[src/hdl/bmpd_pkg.sv]
`timescale 1ns / 1ps
// ----------------------------------------------------------------------------
// bmpd_pkg
// Shared types and constants of the 24-bit BMP pixel stream decoder.
// ----------------------------------------------------------------------------
package bmpd_pkg;

  localparam int unsigned MaxDim  = 4096;
  localparam int unsigned DimW    = $clog2(MaxDim + 1);
  localparam int unsigned OrgW    = 12;
  localparam int unsigned CoordW  = 13;
  localparam int unsigned ColorW  = 24;
  localparam int unsigned AddW    = ((DimW > OrgW) ? DimW : OrgW) + 1;
  localparam int unsigned DataW   = 8;
  localparam int unsigned OutDataW = ((2 * CoordW + ColorW + 7) / 8) * 8;

  localparam int unsigned HdrLen    = 54;
  localparam int unsigned OffPos    = 10;
  localparam int unsigned WidthPos  = 18;
  localparam int unsigned HeightPos = 22;
  localparam int unsigned BppPos    = 28;
  localparam int unsigned CompPos   = 30;
  localparam int unsigned Bpp24     = 24;

  localparam int unsigned QDepth = 4;
  localparam int unsigned QAddrW = $clog2(QDepth);

  localparam int unsigned CfgIdxW = 1;
  localparam logic [CfgIdxW-1:0] CfgOriginX = 1'b0;
  localparam logic [CfgIdxW-1:0] CfgOriginY = 1'b1;

  typedef enum logic [2:0] {
    PH_HEADER,
    PH_SKIP,
    PH_PIXEL,
    PH_PAD,
    PH_DONE
  } phase_e;

  typedef enum logic [1:0] {
    KIND_PIXEL     = 2'd0,
    KIND_COMPLETE  = 2'd1,
    KIND_REJECT    = 2'd2,
    KIND_EARLY_EOF = 2'd3
  } kind_e;

  typedef struct packed {
    logic                pix_valid;
    logic [CoordW-1:0]   pixel_x;
    logic [CoordW-1:0]   pixel_y;
    logic [ColorW-1:0]   color;
    logic                st_valid;
    kind_e               st_kind;
  } res_entry_t;

endpackage

[src/hdl/bmpd_front.sv]
`timescale 1ns / 1ps
// ----------------------------------------------------------------------------
// bmpd_front
// Byte parser: captures and checks the header, skips to the pixel data,
// assembles BGR triples and pushes a record for each pixel or status.
// ----------------------------------------------------------------------------
module bmpd_front (
  input  logic                         clk_i,
  input  logic                         rst_ni,
  input  logic                         acc_i,
  input  logic [bmpd_pkg::DataW-1:0]   byte_i,
  input  logic                         eof_i,
  input  logic [bmpd_pkg::OrgW-1:0]    origin_x_i,
  input  logic [bmpd_pkg::OrgW-1:0]    origin_y_i,
  output logic                         push_o,
  output bmpd_pkg::res_entry_t         entry_o
);
  import bmpd_pkg::*;

  phase_e            phase_q, phase_d, phase_step;
  logic [31:0]       pos_q, pos_d;
  logic [31:0]       offset_q, offset_d;
  logic [31:0]       width_q, width_d;
  logic [31:0]       height_q, height_d;
  logic [15:0]       bpp_q, bpp_d;
  logic [31:0]       comp_q, comp_d;
  logic [DimW-1:0]   ah_q, ah_d;
  logic [DimW-1:0]   row_q, row_d;
  logic [DimW-1:0]   col_q, col_d;
  logic [1:0]        bip_q, bip_d;
  logic [1:0]        pad_q, pad_d;
  logic [7:0]        blue_q, blue_d;
  logic [7:0]        green_q, green_d;

  logic [31:0]       pos_inc;
  logic [5:0]        hpos;
  logic [1:0]        slot;
  logic              hdr_end;
  logic [31:0]       ah32;
  logic              hdr_ok;
  logic [DimW-1:0]   col_inc;
  logic [DimW-1:0]   row_inc;
  logic              col_wrap;
  logic              row_last;
  logic [1:0]        pad_dec;
  logic              pix_fire;
  logic [DimW-1:0]   dy;
  logic [AddW-1:0]   sum_x;
  logic [AddW-1:0]   sum_y;

  assign pos_inc  = pos_q + 32'd1;
  assign hpos     = pos_q[5:0];
  assign hdr_end  = (pos_inc == 32'(HdrLen));
  assign ah32     = height_q[31] ? (32'd0 - height_q) : height_q;
  assign hdr_ok   = (bpp_q == 16'(Bpp24)) && (comp_q == 32'd0) && !width_q[31] &&
                    (width_q != 32'd0) && (width_q <= 32'(MaxDim)) &&
                    (height_q != 32'd0) && (ah32 <= 32'(MaxDim)) &&
                    (offset_q >= 32'(HdrLen));
  assign col_inc  = col_q + DimW'(1);
  assign row_inc  = row_q + DimW'(1);
  assign col_wrap = (col_inc >= width_q[DimW-1:0]);
  assign row_last = (row_inc >= ah_q);
  assign pad_dec  = pad_q - 2'd1;
  assign pix_fire = acc_i && (phase_q == PH_PIXEL) && (bip_q == 2'd2);
  assign dy       = height_q[31] ? row_q : (ah_q - DimW'(1) - row_q);
  assign sum_x    = AddW'(origin_x_i) + AddW'(col_q);
  assign sum_y    = AddW'(origin_y_i) + AddW'(dy);

  // Next phase.
  always_comb begin
    phase_step = phase_q;
    unique case (phase_q)
      PH_HEADER: begin
        if (hdr_end) begin
          if (!hdr_ok) begin
            phase_step = PH_DONE;
          end else if (offset_q > 32'(HdrLen)) begin
            phase_step = PH_SKIP;
          end else begin
            phase_step = PH_PIXEL;
          end
        end
      end
      PH_SKIP: begin
        if (pos_inc >= offset_q) begin
          phase_step = PH_PIXEL;
        end
      end
      PH_PIXEL: begin
        if (bip_q == 2'd2 && col_wrap) begin
          if (width_q[1:0] != 2'd0) begin
            phase_step = PH_PAD;
          end else begin
            phase_step = row_last ? PH_DONE : PH_PIXEL;
          end
        end
      end
      PH_PAD: begin
        if (pad_dec == 2'd0) begin
          phase_step = row_last ? PH_DONE : PH_PIXEL;
        end
      end
      default: phase_step = phase_q;
    endcase
    if (!acc_i) begin
      phase_d = phase_q;
    end else if (eof_i) begin
      phase_d = PH_HEADER;
    end else begin
      phase_d = phase_step;
    end
  end

  // Datapath and result record.
  always_comb begin
    pos_d    = pos_q;
    offset_d = offset_q;
    width_d  = width_q;
    height_d = height_q;
    bpp_d    = bpp_q;
    comp_d   = comp_q;
    ah_d     = ah_q;
    row_d    = row_q;
    col_d    = col_q;
    bip_d    = bip_q;
    pad_d    = pad_q;
    blue_d   = blue_q;
    green_d  = green_q;
    slot     = 2'd0;

    if (acc_i) begin
      unique case (phase_q)
        PH_HEADER: begin
          pos_d = pos_inc;
          if (hpos >= 6'(OffPos) && hpos < 6'(OffPos + 4)) begin
            slot = 2'(hpos - 6'(OffPos));
            offset_d[{slot, 3'b000} +: 8] = byte_i;
          end else if (hpos >= 6'(WidthPos) && hpos < 6'(WidthPos + 4)) begin
            slot = 2'(hpos - 6'(WidthPos));
            width_d[{slot, 3'b000} +: 8] = byte_i;
          end else if (hpos >= 6'(HeightPos) && hpos < 6'(HeightPos + 4)) begin
            slot = 2'(hpos - 6'(HeightPos));
            height_d[{slot, 3'b000} +: 8] = byte_i;
          end else if (hpos >= 6'(BppPos) && hpos < 6'(BppPos + 2)) begin
            slot = 2'(hpos - 6'(BppPos));
            bpp_d[{slot[0], 3'b000} +: 8] = byte_i;
          end else if (hpos >= 6'(CompPos) && hpos < 6'(CompPos + 4)) begin
            slot = 2'(hpos - 6'(CompPos));
            comp_d[{slot, 3'b000} +: 8] = byte_i;
          end
          if (hdr_end) begin
            ah_d = ah32[DimW-1:0];
          end
        end
        PH_SKIP: begin
          pos_d = pos_inc;
        end
        PH_PIXEL: begin
          unique case (bip_q)
            2'd0: begin
              blue_d = byte_i;
              bip_d  = 2'd1;
            end
            2'd1: begin
              green_d = byte_i;
              bip_d   = 2'd2;
            end
            default: begin
              bip_d = 2'd0;
              col_d = col_inc;
              if (col_wrap) begin
                pad_d = width_q[1:0];
                if (width_q[1:0] == 2'd0) begin
                  col_d = '0;
                  row_d = row_inc;
                end
              end
            end
          endcase
        end
        PH_PAD: begin
          pad_d = pad_dec;
          if (pad_dec == 2'd0) begin
            col_d = '0;
            row_d = row_inc;
          end
        end
        default: ;
      endcase

      if (eof_i) begin
        pos_d    = '0;
        offset_d = '0;
        width_d  = '0;
        height_d = '0;
        bpp_d    = '0;
        comp_d   = '0;
        ah_d     = '0;
        row_d    = '0;
        col_d    = '0;
        bip_d    = '0;
        pad_d    = '0;
        blue_d   = '0;
        green_d  = '0;
      end
    end
  end

  always_comb begin
    entry_o.pix_valid = pix_fire;
    entry_o.pixel_x   = sum_x[CoordW-1:0];
    entry_o.pixel_y   = sum_y[CoordW-1:0];
    entry_o.color     = {byte_i, green_q, blue_q};
    entry_o.st_valid  = 1'b0;
    entry_o.st_kind   = KIND_EARLY_EOF;
    if (phase_q != PH_DONE && phase_step == PH_DONE) begin
      entry_o.st_valid = 1'b1;
      entry_o.st_kind  = (phase_q == PH_HEADER) ? KIND_REJECT : KIND_COMPLETE;
    end else if (eof_i && phase_step != PH_DONE) begin
      entry_o.st_valid = 1'b1;
      entry_o.st_kind  = KIND_EARLY_EOF;
    end
    entry_o.st_valid = entry_o.st_valid && acc_i;
  end

  assign push_o = entry_o.pix_valid || entry_o.st_valid;

  always_ff @(posedge clk_i or negedge rst_ni) begin
    if (!rst_ni) begin
      phase_q  <= PH_HEADER;
      pos_q    <= '0;
      offset_q <= '0;
      width_q  <= '0;
      height_q <= '0;
      bpp_q    <= '0;
      comp_q   <= '0;
      ah_q     <= '0;
      row_q    <= '0;
      col_q    <= '0;
      bip_q    <= '0;
      pad_q    <= '0;
      blue_q   <= '0;
      green_q  <= '0;
    end else begin
      phase_q  <= phase_d;
      pos_q    <= pos_d;
      offset_q <= offset_d;
      width_q  <= width_d;
      height_q <= height_d;
      bpp_q    <= bpp_d;
      comp_q   <= comp_d;
      ah_q     <= ah_d;
      row_q    <= row_d;
      col_q    <= col_d;
      bip_q    <= bip_d;
      pad_q    <= pad_d;
      blue_q   <= blue_d;
      green_q  <= green_d;
    end
  end

endmodule

[src/hdl/bmpd_queue.sv]
`timescale 1ns / 1ps
// ----------------------------------------------------------------------------
// bmpd_queue
// Small first-in first-out queue of result records between parser and
// output stage.
// ----------------------------------------------------------------------------
module bmpd_queue (
  input  logic                  clk_i,
  input  logic                  rst_ni,
  input  logic                  push_i,
  input  bmpd_pkg::res_entry_t  wdata_i,
  input  logic                  pop_i,
  output bmpd_pkg::res_entry_t  rdata_o,
  output logic                  empty_o,
  output logic                  full_o
);
  import bmpd_pkg::*;

  res_entry_t        mem_q [QDepth];
  logic [QAddrW-1:0] wptr_q, wptr_d;
  logic [QAddrW-1:0] rptr_q, rptr_d;
  logic [QAddrW:0]   cnt_q, cnt_d;
  logic              do_push;
  logic              do_pop;

  assign empty_o = (cnt_q == '0);
  assign full_o  = (cnt_q == (QAddrW + 1)'(QDepth));
  assign do_push = push_i && !full_o;
  assign do_pop  = pop_i && !empty_o;
  assign rdata_o = mem_q[rptr_q];

  always_comb begin
    wptr_d = do_push ? wptr_q + QAddrW'(1) : wptr_q;
    rptr_d = do_pop ? rptr_q + QAddrW'(1) : rptr_q;
    cnt_d  = cnt_q + (QAddrW + 1)'(do_push) - (QAddrW + 1)'(do_pop);
  end

  always_ff @(posedge clk_i) begin
    if (do_push) begin
      mem_q[wptr_q] <= wdata_i;
    end
  end

  always_ff @(posedge clk_i or negedge rst_ni) begin
    if (!rst_ni) begin
      wptr_q <= '0;
      rptr_q <= '0;
      cnt_q  <= '0;
    end else begin
      wptr_q <= wptr_d;
      rptr_q <= rptr_d;
      cnt_q  <= cnt_d;
    end
  end

endmodule

[src/hdl/bmpd_back.sv]
`timescale 1ns / 1ps
// ----------------------------------------------------------------------------
// bmpd_back
// Output stage: splits each queued record into its pixel and status
// results and holds them in the output register until taken.
// ----------------------------------------------------------------------------
module bmpd_back (
  input  logic                            clk_i,
  input  logic                            rst_ni,
  input  bmpd_pkg::res_entry_t            head_i,
  input  logic                            empty_i,
  output logic                            pop_o,
  output logic                            m_axis_tvalid,
  input  logic                            m_axis_tready,
  output logic [bmpd_pkg::OutDataW-1:0]   m_axis_tdata,
  output logic [1:0]                      m_axis_tuser
);
  import bmpd_pkg::*;

  localparam int unsigned PadW = OutDataW - 2 * CoordW - ColorW;

  logic                  vld_q, vld_d;
  logic                  pix_sent_q, pix_sent_d;
  logic [OutDataW-1:0]   data_q, data_d;
  kind_e                 kind_q, kind_d;
  logic                  load;
  logic                  send_pix;

  assign load     = !empty_i && (!vld_q || m_axis_tready);
  assign send_pix = head_i.pix_valid && !pix_sent_q;

  always_comb begin
    vld_d      = vld_q;
    pix_sent_d = pix_sent_q;
    data_d     = data_q;
    kind_d     = kind_q;
    pop_o      = 1'b0;
    if (m_axis_tready) begin
      vld_d = 1'b0;
    end
    if (load) begin
      vld_d = 1'b1;
      if (send_pix) begin
        kind_d = KIND_PIXEL;
        data_d = {{PadW{1'b0}}, head_i.color, head_i.pixel_y, head_i.pixel_x};
        if (head_i.st_valid) begin
          pix_sent_d = 1'b1;
        end else begin
          pop_o = 1'b1;
        end
      end else begin
        kind_d     = head_i.st_kind;
        data_d     = '0;
        pix_sent_d = 1'b0;
        pop_o      = 1'b1;
      end
    end
  end

  always_ff @(posedge clk_i or negedge rst_ni) begin
    if (!rst_ni) begin
      vld_q      <= 1'b0;
      pix_sent_q <= 1'b0;
    end else begin
      vld_q      <= vld_d;
      pix_sent_q <= pix_sent_d;
    end
  end

  always_ff @(posedge clk_i) begin
    data_q <= data_d;
    kind_q <= kind_d;
  end

  assign m_axis_tvalid = vld_q;
  assign m_axis_tdata  = data_q;
  assign m_axis_tuser  = kind_q;

endmodule

[src/hdl/bmp24_pixel_stream_decoder.sv]
`timescale 1ns / 1ps
// ----------------------------------------------------------------------------
// bmp24_pixel_stream_decoder
// Decodes a 24-bit uncompressed BMP byte stream into screen pixels.
// ----------------------------------------------------------------------------
// The file enters one byte per transaction on the slave channel, with tlast
// on its final byte. The header is checked on its 54th byte; a bad header
// gives one reject status. Every BGR triple of the pixel area gives one
// pixel result on the master channel: tuser holds the kind, tdata the
// screen column, screen row and RGB color. The byte that ends the last row
// adds a completion status; tlast before that adds an early-end status.
// tlast always rearms the decoder for the next file. The origin registers
// are written through the cfg channel, index 0 for the column and index 1
// for the row. The user must write them only while no file is in progress;
// the block itself leaves it unchecked. One byte is taken every cycle while
// the queue has room. A result is registered in the record queue, then in
// the output register. A byte that causes both a pixel and a status gives
// two results, which the four-entry record queue absorbs. When the receiver
// stalls, the queue fills and tready drops. Reset clears the parser, the
// queue and the output register, and puts both origins back to zero.
// ----------------------------------------------------------------------------
module bmp24_pixel_stream_decoder (
  input  logic                            clk_i,
  input  logic                            rst_ni,
  // Slave tdata: data_byte [7:0]. tlast: end_of_file.
  input  logic                            s_axis_tvalid,
  output logic                            s_axis_tready,
  input  logic [bmpd_pkg::DataW-1:0]      s_axis_tdata,
  input  logic                            s_axis_tlast,
  // Master tdata: pixel_x [12:0], pixel_y [25:13], color [49:26], zeros.
  // Master tuser: kind [1:0].
  output logic                            m_axis_tvalid,
  input  logic                            m_axis_tready,
  output logic [bmpd_pkg::OutDataW-1:0]   m_axis_tdata,
  output logic [1:0]                      m_axis_tuser,
  input  logic                            cfg_valid_i,
  output logic                            cfg_ready_o,
  input  logic [bmpd_pkg::CfgIdxW-1:0]    cfg_index_i,
  input  logic [bmpd_pkg::OrgW-1:0]       cfg_data_i
);
  import bmpd_pkg::*;

  logic [OrgW-1:0] origin_x_q, origin_x_d;
  logic [OrgW-1:0] origin_y_q, origin_y_d;
  logic            acc;
  logic            push;
  logic            pop;
  logic            empty;
  logic            full;
  res_entry_t      entry;
  res_entry_t      head;

  assign cfg_ready_o   = 1'b1;
  assign s_axis_tready = !full;
  assign acc           = s_axis_tvalid && s_axis_tready;

  always_comb begin
    origin_x_d = origin_x_q;
    origin_y_d = origin_y_q;
    if (cfg_valid_i) begin
      unique case (cfg_index_i)
        CfgOriginX: origin_x_d = cfg_data_i;
        CfgOriginY: origin_y_d = cfg_data_i;
        default: ;
      endcase
    end
  end

  always_ff @(posedge clk_i or negedge rst_ni) begin
    if (!rst_ni) begin
      origin_x_q <= '0;
      origin_y_q <= '0;
    end else begin
      origin_x_q <= origin_x_d;
      origin_y_q <= origin_y_d;
    end
  end

  bmpd_front u_front (
    .clk_i      (clk_i),
    .rst_ni     (rst_ni),
    .acc_i      (acc),
    .byte_i     (s_axis_tdata),
    .eof_i      (s_axis_tlast),
    .origin_x_i (origin_x_q),
    .origin_y_i (origin_y_q),
    .push_o     (push),
    .entry_o    (entry)
  );

  bmpd_queue u_queue (
    .clk_i   (clk_i),
    .rst_ni  (rst_ni),
    .push_i  (push),
    .wdata_i (entry),
    .pop_i   (pop),
    .rdata_o (head),
    .empty_o (empty),
    .full_o  (full)
  );

  bmpd_back u_back (
    .clk_i         (clk_i),
    .rst_ni        (rst_ni),
    .head_i        (head),
    .empty_i       (empty),
    .pop_o         (pop),
    .m_axis_tvalid (m_axis_tvalid),
    .m_axis_tready (m_axis_tready),
    .m_axis_tdata  (m_axis_tdata),
    .m_axis_tuser  (m_axis_tuser)
  );

endmodule

[config.mk]
export PLATFORM = sky130hd
export DESIGN_NAME = bmp24_pixel_stream_decoder
export DESIGN_NICKNAME = d
export VERILOG_FILES = /design/src/hdl/bmpd_pkg.sv /design/src/hdl/bmpd_front.sv /design/src/hdl/bmpd_queue.sv /design/src/hdl/bmpd_back.sv /design/src/hdl/bmp24_pixel_stream_decoder.sv
export SDC_FILE = /design/constraint.sdc
export NUM_CORES = 1
export LEC_CHECK = 0
export ABC_AREA = 1
export BUFFER_PORTS_ARGS = -buffer_cell sky130_fd_sc_hd__buf_2
export CAP_MARGIN = 20
export CORE_ASPECT_RATIO = 1.1
export CORE_MARGIN = 2
export CORE_UTILIZATION = 25
export CTS_CLUSTER_SIZE = 30
export DETAILED_ROUTE_END_ITERATION = 16
export PLACE_DENSITY_LB_ADDON = 0.15
export RECOVER_POWER = 100
export SETUP_SLACK_MARGIN = 0.3
export SLEW_MARGIN = 20
export SYNTH_ARGS = -nofsm -noshare
export SYNTH_HDL_FRONTEND = slang
export SYNTH_SLANG_ARGS = --single-unit
[constraint.sdc]
create_clock -name clk_i -period 13.9 [get_ports clk_i]
set_input_delay 1.39 -clock clk_i [delete_from_list [all_inputs] [get_ports clk_i]]
set_output_delay 1.39 -clock clk_i [all_outputs]
set_load 0.05 [all_outputs]
==> results of run 1 <==
[metal layers]
metal	GRT usage	up-vias
li1	-	10400
met1	0.189	9806
met2	0.249	294
met3	0.0221	102
met4	0.0395	2
met5	0	-
[per-stage QoR]
stage | setup slack [ps] | power [mW] | area, µm² | cells
3_5_place_dp | 8410 | 4.31 | 29400 | 4496
3_3_place_gp | 8420 | 4.31 | 29400 | 4496
6_report | 5520 | 5.98 | 31400 | 4617
2_1_floorplan | 7870 | 3.60 | 27400 | 3071
5_1_grt | 4120 | 6.39 | 31400 | 4617
4_1_cts | 8400 | 6.12 | 31600 | 4617
[cell families after synthesis]
family,after synthesis
AND/OR/NAND/NOR,1325
adder cells (fa/ha/maj),113
AO/OA/AOI/OAI,554
other,2
XOR/XNOR,58
buffers and inverters,440
multiplexers,35
flip-flops,539
[registers in the layout, indices dropped and copies added (netlist names), 13 cells and up]
name,count
u_back.m_axis_tdata,50
u_front.ah_q,13
u_front.bpp_q,16
u_front.col_q,13
u_front.comp_q,32
u_front.height_q,32
u_front.offset_q,32
u_front.pos_q,32
u_front.row_q,13
u_front.width_q,32
u_queue.mem_q,216
[cells in the mapped netlist, types with 5 or more instances]
library cell / instances
ha_1: 109
nand2_1: 553
clkbuf_1: 73
o21ai_0: 349
edfxtp_1: 268
mux2_2: 35
o21bai_1: 7
nand3b_1: 5
nor3_1: 36
buf_4: 9
o22ai_1: 35
and2_1: 6
inv_1: 342
nand3_1: 150
nor2_1: 505
dfrtp_1: 271
xor2_1: 50
nand4_1: 39
buf_1: 8
nand2_2: 6
nor4_1: 6
nor2_2: 6
a21oi_1: 127
xnor2_1: 5
a32o_1: 7
[where the power goes]
part,switching (mW),total (mW),internal [mW],leakage (nW)
Clock,0.712,1.76,1.05,1.07
Sequential,0.176,2.25,2.07,6.19
Combinational,1.47,1.97,0.500,6.24
[layout make-up]
type,count,share of cell area
Inverter,347,0.0416
Tap cell,1419,0.0566
Clock buffer,91,0.0589
Timing Repair Buffer,99,0.0132
Multi-Input combinational cell,2092,0.345
Sequential cell,539,0.473
Clock inverter,30,0.0112
[worst max-delay path: stages (launching register included)]
cell and delay, ps:
dfrtp_2 340, clkbuf_1 1850, inv_1 360, clkbuf_1 580, nor2_1 220, nand2_1 70
nand2_1 100, nor2_1 50, nand3_1 60, nor2_1 60, nand2_1 60, nor2_1 40
nand2_1 70, nand2_1 90, nand2_1 90, nor3_1 60, nand3b_1 290, nand2_1 170
nand3_1 120, nand2_2 70, nand2_1 260, a21boi_4 190, clkbuf_1 2610
[worst min-delay path by stage]
| stage | cells past startpoint | endpoint | slack (ps) | from |
|---|---|---|---|---|
| 2_1_floorplan | 2 | u_front.bpp_q[2] | 450 | u_front.bpp_q[2] |
| 3_3_place_gp | 2 | u_front.bpp_q[7] | 470 | u_front.bpp_q[7] |
| 3_5_place_dp | 2 | u_front.bpp_q[5] | 470 | u_front.bpp_q[5] |
| 4_1_cts | 2 | u_front.bpp_q[5] | 490 | u_front.bpp_q[5] |
| 5_1_grt | 2 | u_front.bpp_q[9] | 500 | u_front.bpp_q[9] |
| 6_report | 2 | u_front.bpp_q[8] | 490 | u_front.bpp_q[8] |
==> flow_metrics.py, run 1 <==
metrics = {
    "power_and_ir_drop": {
        "pwr_density_cell_mw_per_mm2": 191,
        "peakVddDrop_mv": 0.0846,
        "power_leakage_nw": 13.5,
    },
    "worst_setup_path": {
        "reg2reg_slack_ps": 5520,
        "critPathLaunchType": "flop",
        "cp.arrival_ps": 8500,
        "timing.critical_path.to": "u_queue.mem_q[2][29]",
        "cp-end-kind": "flop",
        "crit_required_ps": 14030,
        "path_max_fanout": 57,
        "r2r.worst_path.cells": 22,
        "critPathKind": "flop to flop",
        "rr_startpoint": "u_front.height_q[31]",
        "timing.rr.end": "u_queue.mem_q[2][29]",
        "critPathLaunch": "u_front.height_q[31]",
    },
    "cts": {
        "hold_buffers": 0,
        "cts_sinks": 539,
        "clock-root-buffer": "clkbuf_16",
        "clockBufferDepth": 3,
        "path_clk_slew_ps": 60,
        "cts_tree": "done",
        "cts_inserted_buffers": 68,
        "htree_levels": 3,
        "cts_resized": 0,
        "post_cts_buffers": 0,
        "worstSkewPairLatency_ps": 620,
    },
    "drt": {
        "met2_length_um": 38800,
        "num_vias": 20600,
        "first_iter_violations": 1478,
        "drt_pass1_iterations": 5,
        "top_layer_used": "met5",
        "drt-met1-wl_um": 37200,
        "drc": 0,
        "antenna_left": 0,
        "via_per_inst": 4.46,
        "wl_um": 80700,
        "wl_met3_um": 2970,
        "wl_per_cell_um": 17.5,
    },
    "global_route": {
        "grt_max_degree": 89,
        "grt_usage": 0.145,
        "antenna_found_initial": 3,
        "grt_overflow": 0,
        "grt_pass1_wl_um": 125000,
        "grt_pass1_vias": 20600,
    },
    "floorplan": {
        "row_count": 127,
        "start_util": 0.251,
        "pin_count": 88,
        "coreArea_mm2": 0.109,
        "die_x_um": 319,
        "dieArea_mm2": 0.112,
        "die_h_um": 351,
    },
    "sta": {
        "finalSetupViolations": 0,
        "skew_ps": 26.6,
        "tns_ps": 0,
        "relSlewSlack": -2.48,
        "drv_slew": 824,
        "fin_crit_sh": 0.603,
        "max_freq_mhz": 119,
        "whs_ps": 486,
        "layout_min_cycle_time_ps": 8380,
        "worst_slew_pin_slew_ps": 5220,
        "hold_viol": 0,
        "rsz0062_at_grt": "false",
    },
    "synthesis": {
        "synth_compound_area_frac": 0.108,
        "synth_edf_count": 268,
        "syn_inst": 3066,
        "ys.warnings.count": 0,
        "ys_seq_area_frac": 0.543,
        "post_synth_num_cell_types": 53,
        "synth-seq-cells": 539,
        "syn_avg_cell_area_um2": 8.91,
        "async_reset_ff_frac": 0.503,
        "muxShareOfSynthArea": 0.0144,
        "synth-simple-area-share": 0.201,
        "synth_area_leaders": "edfxtp_1 (29%), dfrtp_1 (25%), nand2_1 (7.6%)",
        "synth_top_area_cell": "edfxtp_1",
        "synth_area_mm2": 0.0273,
        "synth-xor-area-share": 0.0194,
        "synth_flop_cell": "dfrtp_1",
        "yosysTopAreaCellShare": 0.294,
        "synthAdderAreaFrac": 0.0528,
        "synth_top_family_by_area": "simple AND/OR/NAND/NOR gates",
    },
    "place": {
        "portBuffers": 80,
        "gp_congestion": 0.825,
        "hpwlAfterDp_um": 57200,
    },
    "final_layout": {
        "final_core_util": 0.289,
        "diodes": 0,
        "layout_common_cells": "nand2_1 (555), nor2_1 (507), o21ai_0 (353)",
        "synthToLayoutAreaGrowth_pct": 14.7,
        "final_common_cell": "nand2_1",
        "final_nets": 3287,
        "n_fill_cell": 11700,
        "seq_area_mm2": 0.0148,
        "drive_gt1_frac": 0.0582,
        "multi_input_area_mm2": 0.0108,
    },
    "min_path": {
        "min_path_type": "flop to flop",
    },
    "status": {
        "failed_checks": "max-capacitance violations, max-slew violations",
        "status": "finished with violations",
    },
    "run": {
        "drv_cap": 19,
    },
}
(Power assumes the default switching activity.)
==> inputs of run 2 (changes only) <==
==> constraint.sdc (replaced) <==
create_clock -name clk_i -period 8.42 [get_ports clk_i]
set_input_delay 0.842 -clock clk_i [delete_from_list [all_inputs] [get_ports clk_i]]
set_output_delay 0.842 -clock clk_i [all_outputs]
set_load 0.05 [all_outputs]
==> run 2 against run 1 <==
Effect of this change: the flow still finishes with violations (max-capacitance violations, max-slew violations); power grew 65%; wire length shrank 0.60%; cell count is essentially flat; first-iteration DRC count shrank 10%; global-route usage shrank 0.15 points; clock power grew 67%; design area grew 0.21%; non-clock buffer count is the same; flip-flop and latch count is the same; via count shrank 0.16%.
==> flow_metrics.py, run 2 (same netlist as run 1, synthesis figures left out) <==
metrics = {
    "global_route": {
        "grt_pass1_wl_um": 125000,
        "grt_pass1_vias": 20700,
        "grt_overflow": 0,
        "antenna_found_initial": 2,
        "grt_max_degree": 122,
        "grt_usage": 0.143,
    },
    "floorplan": {
        "start_util": 0.251,
        "row_count": 127,
        "coreArea_mm2": 0.109,
        "dieArea_mm2": 0.112,
        "die_x_um": 319,
        "die_h_um": 351,
        "pin_count": 88,
    },
    "worst_setup_path": {
        "cpLargestDelayFamily": "buffers and inverters",
        "critPathKind": "flop to flop",
        "critPathLaunchType": "flop",
        "critPathLaunch": "u_front.height_q[31]",
        "cp-end-kind": "flop",
        "critPathMaxStageDelay_ps": 1870,
        "rr_startpoint": "u_front.height_q[31]",
        "path_max_fanout": 57,
        "crit_required_ps": 8660,
        "crit_top_cell": "nand2_1",
        "path_buf_inv": 4,
        "cp.arrival_ps": 6880,
        "critPathSlowestCell": "clkbuf_1",
        "cp_cell_sequence": "clkbuf_1 -> inv_1 -> clkbuf_1 -> nor2_1 -> nand2_1 -> nand2_1 -> nor2_1 -> nand3_1 -> nor2_1 -> nand2_1 -> nor2_1 -> nand2_1 -> nand2_1 -> nand2_1 -> nor3_1 -> nand3b_1 -> nand2_1 -> nand3_1 -> nand2_1 -> nand2_4 -> a21boi_4 -> buf_4",
    },
    "final_layout": {
        "drive_gt1_frac": 0.0607,
        "final_common_cell": "nand2_1",
        "fin_cells": 4616,
        "largest_reg_flops": 216,
        "final_nets": 3285,
        "synthToLayoutAreaGrowth_pct": 15.0,
        "diodes": 0,
        "final_core_util": 0.289,
        "layout_common_cells": "nand2_1 (555), nor2_1 (506), o21ai_0 (353)",
        "top_register": "u_queue.mem_q",
    },
    "sta": {
        "skew_ps": 18.7,
        "finalWorstSetupSlack_ps": 1780,
        "layout_min_cycle_time_ps": 6640,
        "tns_ps": 0,
        "finalSetupViolations": 0,
        "hold_viol": 0,
        "relSlewSlack": -2.63,
        "rsz0062_at_grt": "false",
        "max_freq_mhz": 151,
        "fin_crit_sh": 0.789,
        "worst_slew_pin_slew_ps": 5450,
        "drv_slew": 410,
    },
    "place": {
        "portBuffers": 80,
        "hpwlAfterDp_um": 57000,
        "gp_congestion": 0.823,
        "dp_cells": 4496,
        "dp_slack_ps": 2770,
    },
    "run": {
        "drv_cap": 9,
    },
    "cts": {
        "cts_inserted_buffers": 66,
        "path_clk_slew_ps": 60,
        "worstSkewPairLatency_ps": 620,
        "clock-root-buffer": "clkbuf_16",
        "clockBufferDepth": 3,
        "htree_levels": 3,
        "cts_tree": "done",
        "post_cts_buffers": 0,
        "cts_resized": 0,
        "cts_sinks": 539,
        "hold_buffers": 0,
    },
    "drt": {
        "antenna_left": 0,
        "num_vias": 20600,
        "wl_um": 80200,
        "wl_per_cell_um": 17.4,
        "via_per_inst": 4.46,
        "drt_pass1_iterations": 5,
        "drc": 0,
        "first_iter_violations": 1328,
    },
    "min_path": {
        "min_path_type": "primary input to flop",
        "hold_start": "m_axis_tready",
    },
    "power_and_ir_drop": {
        "pwr_density_cell_mw_per_mm2": 314,
        "power_leakage_nw": 13.5,
        "peakVddDrop_mv": 0.124,
    },
    "status": {
        "failed_checks": "max-capacitance violations, max-slew violations",
        "status": "finished with violations",
    },
}
==> run 2: cell types whose count changed in the layout (fill, tap and decap cells not counted), sizes merged <==
cell and delta:
clkbuf -5, bufinv +1, buf +8, clkinv -5, clkinvlp +1, inv -1
==> run 2: through the flow <==
stage	power (mW)	hold WS, ps	cell area, µm²
6_report	9.87	426	31400
5_1_grt	10.5	408	31400
2_1_floorplan	5.94	453	27400
3_3_place_gp	7.11	466	29400
4_1_cts	10.1	272	31600
3_5_place_dp	7.11	475	29400
==> run 2: report_power, final <==
part / internal, mW / switching, mW
logic: 0.830 / 2.41
registers: 3.41 / 0.286
clock network: 1.76 / 1.17
==> run 2: cell type report <==
class,count,area (µm²)
sequential,539,14800
tap,1419,1780
clock inverter,26,359
fill,11700,77300
multi-input combinational,2092,10800
timing repair buffer,99,454
clock buffer,94,1860
inverter,347,1310
==> run 2: per-layer routing <==
metal	vias to the layer above	GRT usage	routed length (µm)
li1	10400	-	-
met1	9795	0.188	37600
met2	301	0.248	38700
met3	93	0.0177	2260
met4	0	0.0399	1630
met5	-	0	0
==> run 2: path summary, 6_finish.rpt <==
kind,to,slack [ps],cells past startpoint
setup reg to reg,u_queue.mem_q[1][52],1780,22
min in group asynchronous,u_front.pos_q[31],2240,1
setup / recovery,u_queue.mem_q[1][52],1780,22
max in group asynchronous,u_queue.rptr_q[1],3150,2
hold reg to reg,u_front.bpp_q[14],490,2
hold / removal,u_back.m_axis_tvalid,430,2
